--- config.mk ---
export PLATFORM = sky130hd
export DESIGN_NAME = vmkcr_ctrl
export DESIGN_NICKNAME = d
export VERILOG_FILES = /design/src/rtl/core/vmkcr_pkg.sv /design/src/rtl/core/vmkcr_ctrl.sv
export SDC_FILE = /design/constraint.sdc
export NUM_CORES = 1
export LEC_CHECK = 0
export ABC_AREA = 1
export BUFFER_PORTS_ARGS = -buffer_cell sky130_fd_sc_hd__buf_2
export CAP_MARGIN = 20
export CORE_AREA = 2 2 39 41
export DETAILED_ROUTE_END_ITERATION = 12
export DIE_AREA = 0 0 41 43
export PLACE_DENSITY = 0.41
export SLEW_MARGIN = 20
export SYNTH_ARGS = -nofsm -noshare
export SYNTH_HDL_FRONTEND = slang
export SYNTH_SLANG_ARGS = --single-unit
export TNS_END_PERCENT = 50
--- constraint.sdc ---
create_clock -name clk_i -period 1.1 [get_ports clk_i]
set_input_delay 0.055 -clock clk_i [delete_from_list [all_inputs] [get_ports clk_i]]
set_output_delay 0.055 -clock clk_i [all_outputs]
set_load 0.1 [all_outputs]
--- src/rtl/core/vmkcr_pkg.sv ---
// Package for the validated multi-key candidate ranker.
// Holds request/result structs, opcodes, error codes and controller states.
// No dependencies.
package vmkcr_pkg;

  localparam int unsigned KeyW = 48;
  localparam int unsigned UtilW = 17;
  localparam int unsigned TileW = 24;
  localparam logic [UtilW-1:0] UtilOne = 17'd65536;

  typedef enum logic [1:0] {
    OP_LEGAL   = 2'd0,
    OP_ILLEGAL = 2'd1,
    OP_COST    = 2'd2,
    OP_FINISH  = 2'd3
  } opcode_e;

  typedef enum logic [2:0] {
    ERR_OK        = 3'd0,
    ERR_NO_LEGAL  = 3'd1,
    ERR_UNKNOWN   = 3'd2,
    ERR_ILLEGAL   = 3'd3,
    ERR_DUPLICATE = 3'd4,
    ERR_INVALID   = 3'd5,
    ERR_MISSING   = 3'd6,
    ERR_OVERFLOW  = 3'd7
  } err_e;

  localparam logic [3:0] KeyIndex = 4'd7;
  localparam logic [3:0] KeyNone  = 4'd8;

  typedef struct packed {
    logic [1:0]       opcode;
    logic [7:0]       cand_index;
    logic [KeyW-1:0]  est_total_cycles;
    logic [KeyW-1:0]  off_chip_bytes;
    logic [KeyW-1:0]  dma_cycle_count;
    logic [KeyW-1:0]  local_mem_cycles;
    logic [KeyW-1:0]  compute_cycle_count;
    logic [KeyW-1:0]  physical_mac_count;
    logic [UtilW-1:0] pe_util;
    logic [TileW-1:0] tile_total;
    logic [TileW-1:0] tiles_m;
    logic [TileW-1:0] tiles_n;
  } req_t;

  typedef struct packed {
    logic [2:0]      error_code;
    logic [3:0]      rank;
    logic [3:0]      original_index;
    logic [KeyW-1:0] ranked_total_cycles;
    logic            is_selected;
    logic            is_last;
    logic [4:0]      legal_total;
    logic [4:0]      illegal_total;
    logic            has_runner_up;
    logic [KeyW-1:0] cycle_advantage;
    logic            primary_tied;
    logic [3:0]      decisive_key;
  } res_t;

  typedef enum logic [2:0] {
    ST_IDLE,
    ST_SCAN,
    ST_CMP,
    ST_SUMM,
    ST_EMIT,
    ST_CLEAR
  } state_e;

  // controller -> datapath
  typedef struct packed {
    logic load;      // capture accepted request
    logic apply;     // apply a record, estimate or finish
    logic scan_init; // start the rank scan
    logic cmp_step;  // one compare in the rank scan
    logic summ;      // latch winner/runner-up summary
    logic emit;      // drive one result
    logic clear;     // clear counts, flags and latched error
  } cmd_t;

  // datapath -> controller
  typedef struct packed {
    logic is_finish;
    logic has_error;
    logic scan_done;
    logic emit_last;
  } sts_t;

endpackage

--- src/rtl/core/vmkcr_ctrl.sv ---
// Controller state machine of the candidate ranker.
// Depends on vmkcr_pkg.
module vmkcr_ctrl (
  input  logic             clk_i,
  input  logic             rst_ni,
  input  logic             start_i,
  output logic             busy_o,
  input  vmkcr_pkg::sts_t  sts_i,
  output vmkcr_pkg::cmd_t  cmd_o
);
  import vmkcr_pkg::*;

  state_e state_q, state_d;

  always_ff @(posedge clk_i or negedge rst_ni) begin
    if (!rst_ni) state_q <= ST_IDLE;
    else         state_q <= state_d;
  end

  always_comb begin
    state_d = state_q;
    unique case (state_q)
      ST_IDLE: if (start_i) state_d = ST_SCAN;
      ST_SCAN: begin
        if (!sts_i.is_finish)     state_d = ST_IDLE;
        else if (sts_i.has_error) state_d = ST_EMIT;
        else                      state_d = ST_CMP;
      end
      ST_CMP:  if (sts_i.scan_done) state_d = ST_SUMM;
      ST_SUMM: state_d = ST_EMIT;
      ST_EMIT: if (sts_i.emit_last) state_d = ST_CLEAR;
      ST_CLEAR: state_d = ST_IDLE;
      default: state_d = ST_IDLE;
    endcase
  end

  always_comb begin
    cmd_o = '0;
    busy_o = (state_q != ST_IDLE);
    unique case (state_q)
      ST_IDLE:  cmd_o.load = start_i;
      ST_SCAN:  begin
        cmd_o.apply = 1'b1;
        cmd_o.scan_init = 1'b1;
      end
      // no compare once the last pair is done
      ST_CMP:   cmd_o.cmp_step = !sts_i.scan_done;
      ST_SUMM:  cmd_o.summ = 1'b1;
      ST_EMIT:  cmd_o.emit = 1'b1;
      ST_CLEAR: cmd_o.clear = 1'b1;
      default:  cmd_o = '0;
    endcase
  end

`ifndef SYNTHESIS
  a_emit_from_emit_state: assert property (@(posedge clk_i) disable iff (!rst_ni)
    cmd_o.emit |-> busy_o) else $error("emit while idle");
  a_clear_after_emit: assert property (@(posedge clk_i) disable iff (!rst_ni)
    cmd_o.clear |-> $past(cmd_o.emit)) else $error("clear without emit");
  a_no_load_busy: assert property (@(posedge clk_i) disable iff (!rst_ni)
    cmd_o.load |-> !busy_o) else $error("load while busy");
`endif
endmodule

---- Word level (Yosys, flattened, before mapping) ----
Cells that the tools add are included.
storage, ports and cells
  logic and storage cells ................. 25
  RAM bits ................................ 0
  memories ................................ 0
  input port bits ......................... 7
  output and inout port bits .............. 8
  bits in latches ......................... 0
  bits in read-only memories .............. 0
  flip-flop bits (word level) ............. 3
cells by class
  multiplexer cells ....................... 12
  shifts and indexed selects .............. 0
  eq/ne operators ......................... 8
  multipliers ............................. 0
  $add $sub $neg .......................... 0
  order comparisons ....................... 0
  reduce and logical (&&, ||, !) cells .... 4
  divide/modulo/power cells ............... 0
  bitwise gates (word level) .............. 0
operators with widths
  cell                                                                   count
  3-bit two-way mux                                                      5
  3-bit case mux with 5 select lines                                     1
  3-bit by 2-bit equality test with 1-bit output, second input constant  2
  3-bit equality test, second input constant                             2
  2-bit != test, second input constant                                   3
  1-bit two-way mux                                                      5
  3-bit by 1-bit equality test with 1-bit output, second input constant  1
  3-bit logical NOT                                                      1
  3-bit AND reduction                                                    1
  3-bit nonzero test                                                     1
  2-bit two-way mux                                                      1
  1-bit logical NOT                                                      1

---- Longest topological paths before layout ----
Gate-level depths: netlist of the first run.
  depth after elaboration ................. 3
  mapped depth ............................ 5
  mapped depth without buffers ............ 5

---- Least setup slack after synthesis of the first run ----
OpenSTA, ideal clock, no wires.
  path kind ............................... register to output
  start point ............................. reg state_q[1]
  end point ............................... out cmd_o[6] (netlist name)
  required time ........................... 1.045 ns
  cell stages (with the launch flop) ...... 4
  setup slack ............................. -1.657 ns
  arrival ................................. 2.702 ns
  buffers on the path ..................... 0
  cells stage by stage .................... dfrtp_1 > nor2_1 > nand2_1 > nor2_1
RTL lines
  item                      RTL line          source
  start: declaration        vmkcr_ctrl.sv:13  state_e state_q, state_d;
  start signal: assignment  vmkcr_ctrl.sv:17  else state_q <= state_d;
  end: declaration          vmkcr_ctrl.sv:9   output vmkcr_pkg::cmd_t cmd_o

==> results of run 1 <==
==> path summary, 6_finish.rpt <==
check                                 from          to  slack, ns  cells after the start
min in group asynchronous           rst_ni  state_q[0]       0.15                      2
worst max register to register  state_q[1]  state_q[0]       0.01                      5
worst min register to register  state_q[2]  state_q[1]       0.63                      3
worst max-delay path            state_q[1]    cmd_o[6]      -0.17                      4
max in group asynchronous           rst_ni  state_q[1]       0.84                      2
worst min-delay path              sts_i[3]  state_q[1]        0.1                      3
==> Yosys cell counts <==
cell type / number
a21oi_1: 1
inv_1: 8
o21ai_0: 1
nor3_1: 1
nand4_1: 1
buf_4: 1
nand3_1: 3
dfrtp_1: 3
nor2_1: 8
o21ai_1: 1
inv_2: 1
nand2_1: 5
==> cell type report <==
| cell class | count | share of cell area, % |
|---|---|---|
| clock buffer | 4 | 4.50 |
| inverter | 9 | 5.78 |
| multi-input combinational | 21 | 27.4 |
| sequential | 3 | 13.1 |
| tap | 16 | 3.43 |
| timing repair buffer | 23 | 45.8 |
==> per-layer routing <==
metal	track usage (%)	up-vias	wire, um
met5	0	-	0
met4	10.0	0	0
met3	3.14	0	28
met2	14.1	7	347
met1	10.7	120	219
li1	-	153	-
==> worst register-to-register path: stages (launching register included) <==
cell and delay [ns]:
dfrtp_2 0.43, nor2_4 0.21, buf_4 0.15, nand3_1 0.06, nand3_1 0.09, nor2_1 0.04
==> cells by family (layout without fill, tap and decap cells) <==
family | Yosys count | in the layout
and+or+nand+nor | 18 | 18
buffers and inverters | 10 | 36
DFF | 3 | 3
AOI/OAI and AO/OA | 3 | 3
==> repair_timing <==
| item | in CTS | in global routing |
|---|---|---|
| pin swaps | 5 | 2 |
| endpoints found under the setup margin | 8 | 9 |
| endpoints found under the hold margin | 3 | 0 |
| buffers inserted | 2 | 0 |
| hold buffers | 1 | 0 |
| gates resized for setup | 10 | 0 |
==> metrics by stage <==
| step | util [%] | cells | setup WS (ns) |
|---|---|---|---|
| floorplan | - | 34 | -0.384 |
| global route | 42.2 | 76 | -0.252 |
| global placement | 36.8 | 69 | 0.0196 |
| finish | 42.2 | 76 | -0.172 |
| CTS | 42.2 | 76 | -0.189 |
| detailed placement | 36.8 | 69 | 0.00798 |
==> results.md, run 1 <==
- Global Route Usage Sum: 9.97%
- Die extent in y: 43 um
- Die ar.: 0.00176 sq mm
- Worst Setup Start Kind: flip-flop
- CTS root buffer: clkbuf_4
- Total wire length: 595 um
- Final cycle utilization of the critical path: 116%
- TritonCTS Sinks: 3
- Gpl congestion: 0.809
- Number of distinct library cells after synthesis: 12
- CP bufs+invs: 1
- Critical path, cell by cell: nor2_4 > nand2_8 > nor2_4 > buf_12
- Slew @ Worst Pin: 0.193 ns
- Fillers: 149
- Share of the synthesized area in the top cell type: 36.4%
- Largest Register: state_q
- Main combinational cell family by area after synthesis: simple AND/OR/NAND/NOR gates
- Post-Synthesis Cell Area: 206 sq um
- IO Count: 15
- CP most frequent cell: nor2_4
- GRT overflow: 0
- Simple-Gate Fraction of Synth Area: 36.4%
- Status: finished with violations
- RSZ-0062 raised after global routing: true
- Core box area: 0.00138 sq mm
- Syn. warnings: 0
- Adder-cell share of the synthesized area: 0%
- Area occupied by registers: 76.3 sq um
- Post-route ant nets: 0
- WHS: 0.0962 ns
- Setup WS post-layout: -0.172 ns
- Initial drt markers: 0
- Setup TNS: -1.24 ns
- Syn Nets: 41
- Finished Cell Area: 584 sq um
- Initial antenna violation count: 0
- Clk buf depth: 2
- Wire per inst: 7.83 um
- Clk slew on worst S/H paths: 0.04 ns
- Max_slew headroom: 87.1%
- Hold Crit Class: input pin to flip-flop
- CTS Buf Count: 3
- CP Class: flip-flop to primary output
- Failing checks: setup timing
- Post-synthesis compound-gate area fraction: 7.27%
- Fmax: 0.786 GHz
- #FFs+latches synth: 3
- Worst setup EP type: primary output
- Cells after Synth: 34
- Post-layout min period: 1.27 ns
- Maxcap violations: 0
- Vias in the first global route: 301
- Core Rows: 14
- Htree depth: 1
- DP Area: 509 sq um
- Final #Nets: 68
- Proportion of layout cells with a drive suffix above 1: 68.3%
- Via/cell ratio: 3.68
- Vias post-DR: 280
- Post-DP HPWL: 530 um
- Crit-path max FO: 4
- Clk_skew: 0.00157 ns
- Residual DRC: 0
- Slowest cell delay on critical path: 0.43 ns
- Post-synthesis mux area share: 0%
- Clock latency on the worst-skew pair: 0.23 ns
- Top post-synthesis cells by area: dfrtp_1 (36%), inv_1 (15%), nor2_1 (15%)
- Average cell area after synthesis: 6.07 sq um
- WP data required: 1.04 ns
- Xor and xnor area share after synthesis: 0%
- Area growth syn-to-layout: 183%
- Commonest non-fill, non-tap cells in the layout: buf_12 (8), inv_2 (6), buf_2 (6), buf_4 (6), nor2_4 (5)
- Family with the most delay on the worst path: flip-flops
- Number of port buffers: 14
- Setup violators final: 8
- First-pass GRT wire length: 1100 um
- Die W: 41 um
- Hold Vio Cnt, Final: 0
- Sequential area share after synthesis: 36.4%
- N_diodes: 0
- Largest net degree at the start of global routing: 6
- Multi-input gate area: 160 sq um
- Starting density of the core: 14.9%
- Yosys top cell by area: dfrtp_1
- Most common cell after layout, fill and taps aside: buf_12
- Router iterations before antenna repair: 1
- Final Max Tran Viols: 0
- Critical Path AT: 1.22 ns
- Slowest stage cell, crit path: dfrtp_2
- Largest register FFs: 3
- Top flop regs: state_q (3)
- CTS tree: done
Power of run 1 is not shown: default switching activity piles up to over one toggle a cycle in this logic, so the estimate is an artifact.
==> run 2: changes to the inputs <==
--- a/config.mk
+++ b/config.mk
@@ -8,9 +8,9 @@
 export ABC_AREA = 1
 export BUFFER_PORTS_ARGS = -buffer_cell sky130_fd_sc_hd__buf_2
 export CAP_MARGIN = 20
-export CORE_AREA = 2 2 39 41
+export CORE_AREA = 4 4 41 43
 export DETAILED_ROUTE_END_ITERATION = 12
-export DIE_AREA = 0 0 41 43
+export DIE_AREA = 0 0 45 47
 export PLACE_DENSITY = 0.41
 export SLEW_MARGIN = 20
 export SYNTH_ARGS = -nofsm -noshare
==> constraint.sdc (replaced) <==
create_clock -name clk_i -period 1.45 [get_ports clk_i]
set_input_delay 0.0725 -clock clk_i [delete_from_list [all_inputs] [get_ports clk_i]]
set_output_delay 0.0725 -clock clk_i [all_outputs]
set_load 0.1 [all_outputs]
==> results.md, run 2 (same netlist as run 1, synthesis figures left out) <==
- CTS Buf Count: 3 (unchanged)
- Setup violators final: 0 (-8)
- Fmax: 0.727 GHz
- Final Max Tran Viols: 0 (unchanged)
- Vias in the first global route: 254 (-16%)
- Post-DP HPWL: 487 um (-8.0%)
- Clock latency on the worst-skew pair: 0.23 ns (about the same)
- Post-route ant nets: 0 (unchanged)
- Largest register FFs: 3 (unchanged)
- Initial drt markers: 3 (+3)
- Post-layout min period: 1.38 ns
- Htree depth: 1 (unchanged)
- Hold Crit Class: input pin to flip-flop
- Finished Cell Area: 490 sq um (-16%)
- Most common cell after layout, fill and taps aside: buf_12
- Commonest non-fill, non-tap cells in the layout: buf_12 (8), inv_1 (7), buf_2 (6)
- Clk buf depth: 2 (unchanged)
- Die W: 45 um (+9.8%)
- Vias post-DR: 265 (-5.4%)
- TritonCTS Sinks: 3 (unchanged)
- Top flop regs: state_q (3)
- Gpl congestion: 0.749 (-7.4%)
- Total wire length: 564 um (-5.2%)
- Post-CTS Setup Repair Bufs: 0 (-2)
- Core box area: 0.00130 sq mm (-6.0%)
- Proportion of layout cells with a drive suffix above 1: 49.1% (-19 points)
- R2R Path End: state_q[0]
- Slew @ Worst Pin: 0.240 ns (+0.0470 ns)
- Critical Path AT: 1.30 ns (+0.08 ns)
- Clk slew on worst S/H paths: 0.04 ns (about the same)
- WP data required: 1.38 ns (+0.34 ns)
- Worst Setup Start Kind: flip-flop
- Worst reg-to-reg setup slack: 0.41 ns (+0.40 ns)
- First-pass GRT wire length: 945 um (-14%)
- Number of port buffers: 14 (unchanged)
- Min-Delay Startpoint: sts_i[3]
- Status: finished, final reports clean
- Critical path, cell by cell: buf_4 > inv_2 > nor2_1 > nand2_1 > inv_1 > buf_12
- Die ar.: 0.00212 sq mm (+20%)
- CP Class: flip-flop to primary output
- Max_slew headroom: 84.0% (-3.1 points)
- Core Rows: 13 (-1)
- Non-filler instance count after layout: 68 (-11%)
- Worst Reg-to-Reg Cells: 6 (+1)
- Largest net degree at the start of global routing: 6 (unchanged)
- N_diodes: 0 (unchanged)
- Die extent in y: 47 um (+9.3%)
- CTS tree: done
- Placed insts: 63 (-8.7%)
- Global Route Usage Sum: 6.58% (-3.4 points)
- Via/cell ratio: 3.90 (+5.8%)
- CTS root buffer: clkbuf_4
- RSZ-0062 raised after global routing: true
- Crit-path max FO: 4 (unchanged)
- GRT overflow: 0 (unchanged)
- Starting density of the core: 15.9% (+0.95 points)
- Final #Nets: 61 (-10%)
- Residual DRC: 0 (unchanged)
- IO Count: 15 (unchanged)
- RR Startpoint: state_q[1]
- Hold Vio Cnt, Final: 0 (unchanged)
- Slowest cell delay on critical path: 0.36 ns (-0.07 ns)
- Area growth syn-to-layout: 138%
- Slowest stage cell, crit path: dfrtp_1
- WHS Path Cells: 3 (unchanged)
- Wire per inst: 8.29 um (+5.9%)
- DP Area: 452 sq um (-11%)
- Hold Path Sink: state_q[1]
- Clk_skew: 0.00110 ns (-0.000470 ns)
- Maxcap violations: 0 (unchanged)
- Fillers: 144 (-3.4%)
- Initial antenna violation count: 0 (unchanged)
- Worst setup EP type: primary output
- Largest Register: state_q
- Final cycle utilization of the critical path: 94.9%
- Router iterations before antenna repair: 2 (+1)
- Setup TNS: 0 ns (+1.24 ns)
run 2: changes by cell type in the layout (fill, tap and decap cells not counted), moves of 2 or more:
cell,previous run,this run
nor2_4,5,2
buf_6,2,0
nor2_1,2,4
buf_4,6,1
inv_2,6,2
inv_1,3,7
run 2: worst max path at each step:
stage,depth (start not counted),startpoint,endpoint
4_1_cts,4,state_q[1],cmd_o[6]
5_1_grt,6,state_q[1],cmd_o[3]
2_1_floorplan,3,state_q[1],cmd_o[6]
6_report,6,state_q[1],cmd_o[3]
3_3_place_gp,4,state_q[1],cmd_o[6]
3_5_place_dp,4,state_q[1],cmd_o[6]
run 2: what timing repair did:
| action | CTS | global route |
|---|---|---|
| hold buffers | 1 | 0 |
| gates resized for setup | 0 | 2 |
| setup endpoints to repair | 0 | 2 |
| endpoints found under the hold margin | 3 | 0 |
run 2: final cells by class:
cell class	instances	area (sq um)	area share (%)
flip-flops and latches	3	75.1	15.3
repair buffers	16	208	42.3
well taps	15	18.8	3.83
multi-input cells	21	129	26.3
clock buffers	4	26.3	5.36
inverters	9	33.8	6.89
run 2: through the flow:
step                hold slack [ns]  setup slack [ns]  util, %
floorplan                    -0.223            -0.194        -
global placement             -0.130             0.292     34.7
detailed placement           -0.131             0.303     34.7
CTS                           0.120            0.0428     37.5
global route                  0.141           -0.0161     37.7
finish                        0.122            0.0742     37.7
run 2: routing by layer:
layer  wire length, um  part of all wire [%]  GRT usage [%]
met5                 0                     0              0
met1               218                    39           6.90
met4                 0                     0           5.26
met2               317                    56           9.89
met3                27                   4.8           3.45
run 2: worst max-delay path, delay by kind of cell, from the launching register on:
family	cells	cell delay, ns
buffers and inverters	4	0.50
flip-flops	1	0.36
AND/OR/NAND/NOR	2	0.22
Power of run 2 is left out for the same reason.
